### config.mk
export PLATFORM = sky130hd
export DESIGN_NAME = traffic_light_controller
export DESIGN_NICKNAME = d
export VERILOG_FILES = /design/src/tlc_pkg.sv /design/src/traffic_light_controller.sv
export SDC_FILE = /design/constraint.sdc
export NUM_CORES = 1
export LEC_CHECK = 0
export ABC_AREA = 1
export ABC_CLOCK_PERIOD_IN_PS = 8500
export BUFFER_PORTS_ARGS = -buffer_cell sky130_fd_sc_hd__buf_2
export CORE_MARGIN = 1.5
export CORE_UTILIZATION = 35
export CTS_CLUSTER_SIZE = 16
export DETAILED_ROUTE_END_ITERATION = 8
export GPL_TIMING_DRIVEN = 0
export REMOVE_ABC_BUFFERS = 1
export SLEW_MARGIN = 20
export SYNTH_ARGS = -nofsm -noshare
export SYNTH_HDL_FRONTEND = slang
export SYNTH_SLANG_ARGS = --single-unit
### constraint.sdc
create_clock -name clk_i -period 8.5 [get_ports clk_i]
set_clock_uncertainty 0.1 [all_clocks]
set_input_delay 1.275 -clock clk_i [delete_from_list [all_inputs] [get_ports clk_i]]
set_output_delay 1.275 -clock clk_i [all_outputs]
set_load 0.03 [all_outputs]
### src/tlc_pkg.sv
// tlc_pkg: codes, tables and digit helpers for the traffic light controller
// no dependencies; imported by traffic_light_controller

package tlc_pkg;

  localparam int unsigned DigitCount = 4;
  localparam int unsigned DefMaxDuration = 99;

  // request codes carried in req_type
  localparam logic [1:0] ReqTick  = 2'd0;
  localparam logic [1:0] ReqPoll  = 2'd1;
  localparam logic [1:0] ReqScan  = 2'd2;
  localparam logic [1:0] ReqBlink = 2'd3;

  // phase codes
  localparam logic [2:0] PhRedGreen   = 3'd0;
  localparam logic [2:0] PhRedAmber   = 3'd1;
  localparam logic [2:0] PhGreenRed   = 3'd2;
  localparam logic [2:0] PhAmberRed   = 3'd3;
  localparam logic [2:0] PhEditRed    = 3'd4;
  localparam logic [2:0] PhEditAmber  = 3'd5;
  localparam logic [2:0] PhEditGreen  = 3'd6;

  // lamp masks, bits 0-2 road one, bits 3-5 road two
  localparam logic [5:0] BlinkRed   = 6'h09;
  localparam logic [5:0] BlinkAmber = 6'h12;
  localparam logic [5:0] BlinkGreen = 6'h24;

  function automatic logic [5:0] auto_lamps(input logic [1:0] ph);
    logic [5:0] l;
    case (ph)
      2'd0:    l = 6'h21;
      2'd1:    l = 6'h11;
      2'd2:    l = 6'h0C;
      default: l = 6'h0A;
    endcase
    return l;
  endfunction

  // active-low segments a..g, bit0 = a
  function automatic logic [6:0] seg_decode(input logic [3:0] d);
    logic [6:0] s;
    case (d)
      4'd0:    s = 7'h40;
      4'd1:    s = 7'h79;
      4'd2:    s = 7'h24;
      4'd3:    s = 7'h30;
      4'd4:    s = 7'h19;
      4'd5:    s = 7'h12;
      4'd6:    s = 7'h02;
      4'd7:    s = 7'h78;
      4'd8:    s = 7'h00;
      default: s = 7'h10;
    endcase
    return s;
  endfunction

  // quotient and remainder by ten: {q, r}; exact for values below 160, as q keeps 4 bits
  function automatic logic [7:0] div10(input logic [7:0] v);
    logic [15:0] prod;
    logic [4:0]  q;
    logic [7:0]  qx10;
    logic [3:0]  r;
    prod = v * 16'd205;
    q    = prod[15:11];
    qx10 = {3'b000, q} * 8'd10;
    r    = 4'(v - qx10);
    return {q[3:0], r};
  endfunction

  // signed counter to two stored digit codes {hi, lo}, negatives kept as low 4 bits
  function automatic logic [7:0] split_count(input logic [7:0] c);
    logic [7:0] mag;
    logic [7:0] qr;
    logic [3:0] hi;
    logic [3:0] lo;
    mag = c[7] ? (8'd0 - c) : c;
    qr  = div10(mag);
    hi  = c[7] ? (4'd0 - qr[7:4]) : qr[7:4];
    lo  = c[7] ? (4'd0 - qr[3:0]) : qr[3:0];
    return {hi, lo};
  endfunction

  function automatic logic [7:0] minus_one(input logic [6:0] d);
    return {1'b0, d} - 8'd1;
  endfunction

endpackage

### src/traffic_light_controller.sv
// traffic_light_controller: two-road light sequencer with duration editing
// and a multiplexed four-digit display; depends on tlc_pkg
//
//  channel | direction | beat holds
//  in      | sink      | req_type, press_mode, press_increase, press_confirm
//  out     | source    | road_one_lamps, road_two_lamps, digit_select,
//          |           | segment_pattern, current_phase
//
// one beat in, one beat out; each input beat is handled by the combinational
// next-state logic and lands in the state registers, which feed the outputs
// a new beat is taken every cycle while the result slot is empty or being taken
// an output stall holds the input off until the waiting result is taken
// reset (async, active low) restores phase red-green, counters 5 and 3,
// durations 5/2/3, blank display and lamps off

module traffic_light_controller
  import tlc_pkg::*;
#(
  parameter int unsigned MAX_DURATION = DefMaxDuration
) (
  input  logic       clk_i,
  input  logic       rst_ni,
  input  logic       in_valid_i,
  output logic       in_ready_o,
  input  logic [1:0] req_type_i,
  input  logic       press_mode_i,
  input  logic       press_increase_i,
  input  logic       press_confirm_i,
  output logic       out_valid_o,
  input  logic       out_ready_i,
  output logic [2:0] road_one_lamps_o,
  output logic [2:0] road_two_lamps_o,
  output logic [1:0] digit_select_o,
  output logic [6:0] segment_pattern_o,
  output logic [2:0] current_phase_o
);

  localparam logic [6:0] MaxDur = 7'(MAX_DURATION);

  logic       out_valid_q;
  logic [2:0] phase_q, phase_d;
  logic [7:0] cnt1_q, cnt1_d;
  logic [7:0] cnt2_q, cnt2_d;
  logic [6:0] red_q, red_d;
  logic [6:0] amber_q, amber_d;
  logic [6:0] green_q, green_d;
  logic [6:0] edit_q, edit_d;
  logic [3:0] digit_q [DigitCount];
  logic [3:0] digit_d [DigitCount];
  logic [1:0] scan_q, scan_d;
  logic [5:0] lamp_q, lamp_d;
  logic [6:0] seg_q, seg_d;
  logic       in_fire;

  assign in_ready_o = !out_valid_q || out_ready_i;
  assign in_fire    = in_valid_i && in_ready_o;

  always_comb begin
    logic [7:0] sum;
    logic [7:0] split1;
    logic [7:0] split2;
    logic [7:0] edit_qr;
    logic [3:0] cur_digit;
    logic [5:0] mask;
    phase_d = phase_q;
    cnt1_d  = cnt1_q;
    cnt2_d  = cnt2_q;
    red_d   = red_q;
    amber_d = amber_q;
    green_d = green_q;
    edit_d  = edit_q;
    digit_d = digit_q;
    scan_d  = scan_q;
    lamp_d  = lamp_q;
    seg_d   = seg_q;
    sum     = '0;
    mask    = '0;
    split1  = split_count(cnt1_q);
    split2  = split_count(cnt2_q);
    edit_qr = div10({1'b0, edit_q});
    cur_digit = digit_q[scan_q];

    case (req_type_i)
      ReqTick: begin
        if (phase_q <= PhAmberRed) begin
          cnt1_d = cnt1_q - 8'd1;
          cnt2_d = cnt2_q - 8'd1;
          if (cnt1_d[7] || cnt2_d[7]) begin
            case (phase_q)
              PhRedGreen: begin
                phase_d = PhRedAmber;
                cnt2_d  = minus_one(amber_q);
              end
              PhRedAmber: begin
                phase_d = PhGreenRed;
                cnt1_d  = minus_one(green_q);
                cnt2_d  = minus_one(red_q);
              end
              PhGreenRed: begin
                phase_d = PhAmberRed;
                cnt1_d  = minus_one(amber_q);
              end
              default: begin
                phase_d = PhRedGreen;
                cnt1_d  = minus_one(red_q);
                cnt2_d  = minus_one(green_q);
              end
            endcase
          end
          lamp_d = auto_lamps(phase_d[1:0]);
        end
      end

      ReqPoll: begin
        // display store follows the phase held before the buttons act
        if (phase_q inside {PhEditRed, PhEditAmber, PhEditGreen}) begin
          digit_d[0] = 4'd0;
          digit_d[1] = {1'b0, phase_q - 3'd2};
          digit_d[2] = edit_qr[7:4];
          digit_d[3] = edit_qr[3:0];
        end else begin
          digit_d[0] = split1[7:4];
          digit_d[1] = split1[3:0];
          digit_d[2] = split2[7:4];
          digit_d[3] = split2[3:0];
        end

        if (press_mode_i) begin
          case (phase_q)
            PhRedGreen, PhRedAmber, PhGreenRed, PhAmberRed: begin
              edit_d  = red_q;
              phase_d = PhEditRed;
            end
            PhEditRed: begin
              edit_d  = amber_q;
              phase_d = PhEditAmber;
            end
            PhEditAmber: begin
              edit_d  = green_q;
              phase_d = PhEditGreen;
            end
            PhEditGreen: begin
              cnt1_d  = minus_one(red_q);
              cnt2_d  = minus_one(green_q);
              phase_d = PhRedGreen;
            end
            default: ;
          endcase
        end

        if (press_increase_i && (phase_d inside {PhEditRed, PhEditAmber, PhEditGreen})) begin
          edit_d = edit_d + 7'd1;
          if (edit_d > MaxDur) edit_d = 7'd1;
        end

        // keep red equal to green plus amber
        if (press_confirm_i) begin
          case (phase_d)
            PhEditRed: begin
              red_d = edit_d;
              sum   = {1'b0, green_q} + {1'b0, amber_q};
              if ({1'b0, red_d} >= sum) begin
                green_d = red_d - amber_q;
              end else begin
                amber_d = red_d >> 1;
                green_d = red_d - (red_d >> 1);
              end
            end
            PhEditAmber: begin
              amber_d = edit_d;
              sum     = {1'b0, amber_d} + {1'b0, green_q};
              if ({1'b0, red_q} >= sum) begin
                green_d = red_q - amber_d;
              end else if (sum <= {1'b0, MaxDur}) begin
                red_d = sum[6:0];
              end else begin
                red_d   = MaxDur;
                green_d = MaxDur - amber_d;
              end
            end
            PhEditGreen: begin
              green_d = edit_d;
              sum     = {1'b0, green_d} + {1'b0, amber_q};
              if ({1'b0, red_q} >= sum) begin
                amber_d = red_q - green_d;
              end else if (sum <= {1'b0, MaxDur}) begin
                red_d = sum[6:0];
              end else begin
                red_d   = MaxDur;
                amber_d = MaxDur - green_d;
              end
            end
            default: ;
          endcase
        end
      end

      ReqScan: begin
        // codes above nine leave the last pattern on the display
        if (cur_digit <= 4'd9) seg_d = seg_decode(cur_digit);
        scan_d = scan_q + 2'd1;
      end

      default: begin
        case (phase_q)
          PhEditRed:   mask = BlinkRed;
          PhEditAmber: mask = BlinkAmber;
          PhEditGreen: mask = BlinkGreen;
          default:     mask = '0;
        endcase
        if (mask != '0) lamp_d = (lamp_q & mask) ^ mask;
      end
    endcase
  end

  always_ff @(posedge clk_i or negedge rst_ni) begin
    if (!rst_ni) begin
      out_valid_q <= 1'b0;
      phase_q     <= PhRedGreen;
      cnt1_q      <= 8'd5;
      cnt2_q      <= 8'd3;
      red_q       <= 7'd5;
      amber_q     <= 7'd2;
      green_q     <= 7'd3;
      edit_q      <= 7'd0;
      for (int i = 0; i < DigitCount; i++) digit_q[i] <= 4'd0;
      scan_q      <= 2'd0;
      lamp_q      <= 6'd0;
      seg_q       <= 7'h7F;
    end else begin
      if (in_fire) begin
        out_valid_q <= 1'b1;
        phase_q     <= phase_d;
        cnt1_q      <= cnt1_d;
        cnt2_q      <= cnt2_d;
        red_q       <= red_d;
        amber_q     <= amber_d;
        green_q     <= green_d;
        edit_q      <= edit_d;
        digit_q     <= digit_d;
        scan_q      <= scan_d;
        lamp_q      <= lamp_d;
        seg_q       <= seg_d;
      end else if (out_ready_i) begin
        out_valid_q <= 1'b0;
      end
    end
  end

  assign out_valid_o       = out_valid_q;
  assign road_one_lamps_o  = lamp_q[2:0];
  assign road_two_lamps_o  = lamp_q[5:3];
  assign digit_select_o    = scan_q - 2'd1;
  assign segment_pattern_o = seg_q;
  assign current_phase_o   = phase_q;

  // the red duration never exceeds the cap once confirmed
  a_red_capped: assert property (@(posedge clk_i) disable iff (!rst_ni)
    red_q <= MaxDur)
    else $error("red duration above cap");

  // a tick in an automatic phase holds or steps to the next automatic phase
  a_tick_step: assert property (@(posedge clk_i) disable iff (!rst_ni)
    (in_fire && req_type_i == ReqTick && phase_q <= PhAmberRed) |=>
      (phase_q == $past(phase_q)) ||
      (phase_q == {1'b0, 2'($past(phase_q) + 3'd1)}))
    else $error("tick moved phase out of sequence");

  // scan beat steps the digit position by one
  a_scan_step: assert property (@(posedge clk_i) disable iff (!rst_ni)
    (in_fire && req_type_i == ReqScan) |=> scan_q == $past(scan_q) + 2'd1)
    else $error("scan position did not advance");

endmodule

* Word level (Yosys, flattened, before mapping)
Memories as Yosys holds them, arrays and structs flattened. A register that Yosys moved wholly into a read port is not among the register bits.
Cells that the tools add are included.
** Operators by class
- Magnitude comparators :: 9
- Add/subtract/negate cells :: 25
- Reductions and logical operators :: 28
- Multiplexer cells :: 58
- Multipliers :: 6
- Equality and inequality tests :: 22
- Bitwise logic cells :: 4
** Operator list (number)
- two-way mux 7 bit :: 15
- one-hot mux 7 bit (3 select lines) :: 4
- two-way mux 8 bit :: 10
- one-hot mux 8 bit (3 select lines) :: 2
- one-hot mux 6 bit (3 select lines) :: 2
- multiplier 8 x 8 -> 16 bit, second input constant :: 2
- one-hot mux 8 bit (2 select lines) :: 2
- adder 7 x 7 -> 8 bit :: 3
- >= comparator 7 x 8 -> 1 bit :: 3
- two-way mux 4 bit :: 6
- subtractor 7 x 1 -> 8 bit, second input constant :: 3
- == test 3 bit, second input constant :: 6
- two-way mux 3 bit :: 6
- two-way mux 6 bit :: 3
- <= comparator 8 x 7 -> 1 bit, second input constant :: 2
- two-way mux 16 bit :: 1
- subtractor 1 x 4 -> 4 bit, first input constant :: 4
- subtractor 1 x 8 -> 8 bit, first input constant :: 2
- subtractor 8 x 1 -> 8 bit, second input constant :: 2
- multiplier 7 x 8 -> 15 bit, second input constant :: 1
- inequality test 2 bit, second input constant :: 7
- subtractor 7 bit :: 2
- one-hot mux 3 bit (4 select lines) :: 1
- one-hot mux 6 bit (2 select lines) :: 1
- 42 further kinds :: 62
** Storage, ports and cells
- Flip-flop bits (word level) :: 72
- ROM bits :: 112
- Output and inout bits :: 20
- Input bits :: 9
- Word-level logic and storage cells :: 168
- Memories :: 1
** Memory list
- (no name shown) :: depth 16, bits a word 7, read ports 1, clocked after memory_dff 1, write ports 0, line tlc_pkg.sv:43 : case (d)

* Depth between registers and ports, before layout
- Depth after elaboration :: 15
- Gate-level depth with buffers :: 43
- Depth with buffers taken out :: 41

* Worst setup path before layout
Ideal clock, no wire load.
- Path type :: input port to flip-flop
- From :: input press_mode_i
- To :: register green_q[6]
- Path buffers :: 2
- Library setup time :: 0.122 ns
- Data arrival time :: 5.754 ns
- Data required time :: 8.278 ns
- Cell stages on the path :: 40
- Slack :: 2.525 ns
- Cells stage by stage :: nand2_2 buf_6 nand2_1 nand2_2 inv_2 ha_1 inv_1 nor2_1 a21oi_1 nand3_1 nand3_4 nand2_4 o21ai_4 ha_1 inv_1 nor2_1 nor2_1 o21ai_0 (+4 left out) nand2_1 o21ai_0 ha_1 fa_1 nor2_1 a211oi_1 or2_2 nand2_1 a21o_1 inv_1 nand2_1 nand2_1 inv_1 nand3_1 nand3_1 nand2_1 nor2_1 a21oi_1
** Between the ends
- Word-level cells in the longest chain between the ends :: 11
** Ends and longest elaborated chain
- start: declaration :: line traffic_light_controller.sv:26 : input logic press_mode_i,
- two-way mux 7 bit / two-way mux 3 bit (equally long branches) :: line traffic_light_controller.sv:128 : if (press_mode_i) begin
- two-way mux 7 bit / two-way mux 3 bit (equally long branches) :: line traffic_light_controller.sv:83 : case (req_type_i)
- adder 7 x 1 -> 7 bit / == test 3 bit (equally long branches) :: line traffic_light_controller.sv:152, traffic_light_controller.sv:151, traffic_light_controller.sv:158
- greater-than comparator 7 bit / nonzero test 3 bit (equally long branches)
- two-way mux 7 bit / logical AND 1 bit (equally long branches) :: line traffic_light_controller.sv:153, traffic_light_controller.sv:151
- two-way mux 7 bit :: line traffic_light_controller.sv:151 : if (press_increase_i && (phase_d inside {PhEditRed, PhEditAmber, PhEditGreen})) begin
- two-way mux 7 bit :: line traffic_light_controller.sv:83
- adder 7 x 7 -> 8 bit / subtractor 7 bit (equally long branches) :: line traffic_light_controller.sv:171, traffic_light_controller.sv:178
- >= comparator 7 x 8 -> 1 bit, or another cell as far along :: line traffic_light_controller.sv:172 : if ({1'b0, red_q} >= sum) begin
- inequality test 3 bit (no line) / two-way mux 7 bit (equally long branches)
- AND reduction 5 bit (no line) / one-hot mux 7 bit (3 select lines) (equally long branches)
- end signal: assignment :: line traffic_light_controller.sv:238 : green_q <= green_d;
- end: declaration :: line traffic_light_controller.sv:46 : logic [6:0] green_q, green_d;
Several ways; a longest one is shown, not always the timed one. The select of a mux whose other input is x is not followed.
A chain may end at the register's enable or synchronous reset.

* Worst setup path after layout
- From :: register phase_q[2] (netlist: current_phase_o[2])
- To :: register green_q[6]
** Between the ends
- Word-level cells in the longest chain between the ends :: 14
** Ends and longest elaborated chain
- start: declaration :: line traffic_light_controller.sv:41 : logic [2:0] phase_q, phase_d;
- start signal: assignment :: line traffic_light_controller.sv:219 : phase_q <= PhRedGreen;
- start signal: assignment :: line traffic_light_controller.sv:233 : phase_q <= phase_d;
- == test 3 x 1 -> 1 bit, or another cell as far along :: line traffic_light_controller.sv:129 : case (phase_q)
- OR reduction 4 bit :: line traffic_light_controller.sv:129
- one-hot mux 7 bit (3 select lines) / one-hot mux 3 bit (4 select lines) (equally long branches) :: line traffic_light_controller.sv:129
- two-way mux 7 bit / two-way mux 3 bit (equally long branches) :: line traffic_light_controller.sv:128
- two-way mux 7 bit / two-way mux 3 bit (equally long branches) :: line traffic_light_controller.sv:83
- adder 7 x 1 -> 7 bit / == test 3 bit (equally long branches) :: line traffic_light_controller.sv:152, traffic_light_controller.sv:151, traffic_light_controller.sv:158
- greater-than comparator 7 bit / nonzero test 3 bit (equally long branches)
- two-way mux 7 bit / logical AND 1 bit (equally long branches) :: line traffic_light_controller.sv:153, traffic_light_controller.sv:151
- two-way mux 7 bit :: line traffic_light_controller.sv:151
- two-way mux 7 bit :: line traffic_light_controller.sv:83
- adder 7 x 7 -> 8 bit / subtractor 7 bit (equally long branches) :: line traffic_light_controller.sv:171, traffic_light_controller.sv:178
- >= comparator 7 x 8 -> 1 bit, or another cell as far along :: line traffic_light_controller.sv:172
- inequality test 3 bit (no line) / two-way mux 7 bit (equally long branches)
- AND reduction 5 bit (no line) / one-hot mux 7 bit (3 select lines) (equally long branches)
Several ways; a longest one is shown, not always the timed one. The select of a mux whose other input is x is not followed.

==> reports/qor.yml <==
rows: 65
hold_ws_ns: 0.372
clock_latency_ns: 0.35
drt-initial-drc-count: 711
critPathKind: "register to register"
grt_pass1_wl_mm: 53.0
layout_commonest_cell: "nand2_1"
antenna_found_initial: 0
dieArea_um2: 33300
worstPathMaxFanout: 27
dpl.hpwl_mm: 25.6
cts.path.max_buffers: 2
fin_crit_ns: 7.02
critical_path.max_stage_delay_ns: 0.90
die_y_um: 182
cp-start-kind: "register"
max_freq_mhz: 142
worstSetupStartpoint: "current_phase_o[2]"
cts_hold_buf: 0
slew_headroom_pct: 34.9
ys_async_sr_fraction_pct: 100
final_cell_mix: "308 x nand2_1, 251 x inv_1, 190 x ha_1"
synth_edf_count: 0
cts_tree: "built"
worst_pin_slew_ns: 0.971
nets: 1831
cts_sinks: 79
synth_cell_types: 58
synth_top_area_cell: "ha_1"
gp_congestion: 0.947
grt_max_degree: 47
synth.area.top_cells: "ha_1 21%, dfrtp_1 14%, nand2_1 10%, inv_1 8.4%, fa_1 6.8%"
drcViolationCount: 0
n_antenna_cell: 0
status: "complete, no violations"
rsz0062_at_grt: "no"
crit_top_cell: "nand2_1"
synth_area_um2: 11300
drt_first_pass_iters: 5
ys_warn_count: 0
vias_per_cell: 5.27
syn_inst: 1577
totalWireLength_mm: 31.6
grt.total_usage_pct: 19.8
drtAntennaViolNets: 0
die_w_um: 182
setup_tns_ns: 0
ys_ff_latch: 79
cts_htree_levels: 3
synth-main-ff-cell: "dfrtp_1"
cpMaxStageDelayCell: "dfrtp_1"
maxSlewViolCount: 0
period_share_pct: 82.6
grt_overflow: 0
r2r-start: "current_phase_o[2]"
cap_viol_max_count: 0
grt_pass1_vias: 10400
avgSynthCellArea_um2: 7.14
cts-root-buf: "clkbuf_16"
final-hold-violation-count: 0
synth_top_area_share_pct: 21.1
ctsResizeCount: 0
numCtsBuffers: 9
crit_arrival_ns: 7.16
area_growth_pct: 8.09
post-cts-setup-buffers: 0
ys_seq_area_share_pct: 17.7
cts.clk_slew.worst_paths_ns: 0.06
port-buffer-count: 28
ios: 29
start_util_pct: 35.6
fp.coreArea_um2: 31600
required_ns: 8.64
wire_per_inst_um: 15.8
drive_gt1_share_pct: 7.25
crit_path_end_kind: "register"
hold_class: "register to register"
finalSetupViolCount: 0
vias: 10500
hold_start: "segment_pattern_o[5]"
==> worst max-delay path, delay by kind of cell, from the launching register on <==
family / cells / cell delay (ns)
adder cells (fa/ha/maj): 3 / 1.03
buffers and inverters: 3 / 0.32
flip-flops: 1 / 0.90
AO/OA/AOI/OAI: 6 / 1.43
AND/OR/NAND/NOR: 23 / 3.07
==> worst paths after layout <==
check	endpoint	cells after the start	slack, ns
min in group asynchronous	scan_q[0]	1	0.79
worst min-delay path	segment_pattern_o[5]	2	0.37
worst min register to register	segment_pattern_o[5]	2	0.37
worst max register to register	green_q[6]	35	1.48
max in group asynchronous	amber_q[1]	2	6.85
worst max-delay path	green_q[6]	35	1.48
==> synth_stat cells, types with 2 or more instances <==
cell	count
o31ai_1	5
nand2_4	2
xnor2_1	22
nor2_1	143
o2111ai_1	3
a211oi_1	4
a221oi_1	2
ha_1	190
o22ai_1	11
buf_2	3
nand4_1	20
a21oi_2	2
nand3b_1	12
buf_6	2
dfrtp_1	63
nor2_2	5
inv_2	13
nand2_1	308
nand3_1	78
clkinv_1	2
nor2_4	2
xor2_1	45
a41oi_1	2
a31oi_1	10
clkbuf_1	16
o211ai_1	6
dfstp_2	16
o311ai_0	2
inv_1	251
o221ai_1	11
nor3_1	15
o21ai_4	2
o22a_1	2
o21ai_0	110
nand2_2	10
nor3_2	2
or2_2	11
a21oi_1	90
a21o_1	6
o21a_1	4
nand3_2	3
o21ai_1	7
fa_1	38
o21bai_1	6
a22oi_1	7
==> state kept, by name, summed over array words and instances, names as in the netlist <==
name / flops
scan_q: 2
digit_q: 16
lamp_q: 6
current_phase_o: 3
amber_q: 7
cnt2_q: 8
segment_pattern_o: 7
out_valid_o: 1
edit_q: 7
cnt1_q: 8
red_q: 7
green_q: 7
==> routing by layer <==
metal,GRT usage [%],routed length [um],up-vias
li1,-,-,5260
met1,26.1,14800,4982
met2,33.7,14600,258
met3,3.03,1480,48
met4,4.96,604,0
met5,0,0,-
==> cell families after synthesis <==
kind of cell	synth area share [%]
AOI/OAI and AO/OA	15.6
xor gates and xnor gates	5.21
adders and majority gates	27.9
buffers and inverters	9.83
DFF	17.7
and+or+nand+nor	23.7
==> area by class of cell <==
cell class | count | area (um^2)
Fill cell | 3338 | 19500
Multi-Input combinational cell | 1209 | 8170
Sequential cell | 79 | 2000
Inverter | 266 | 998
Tap cell | 402 | 503
Clock buffer | 11 | 233
Timing Repair Buffer | 29 | 170
Clock inverter | 5 | 106
==> through the flow <==
step / cell area (um^2) / cells / utilization (%) / setup WS [ns]
after detailed placement: 11800 / 1985 / 37.4 / 1.23
final: 12200 / 2001 / 38.5 / 1.48
after global routing: 12200 / 2001 / 38.5 / 0.839
after global placement: 11800 / 1984 / 37.3 / 1.33
after CTS: 12200 / 2001 / 38.5 / 1.41
after floorplan: 11200 / 1554 / - / 2.57
Power is not shown: default switching activity piles up to over one toggle a cycle in this logic, so the estimate is an artifact.
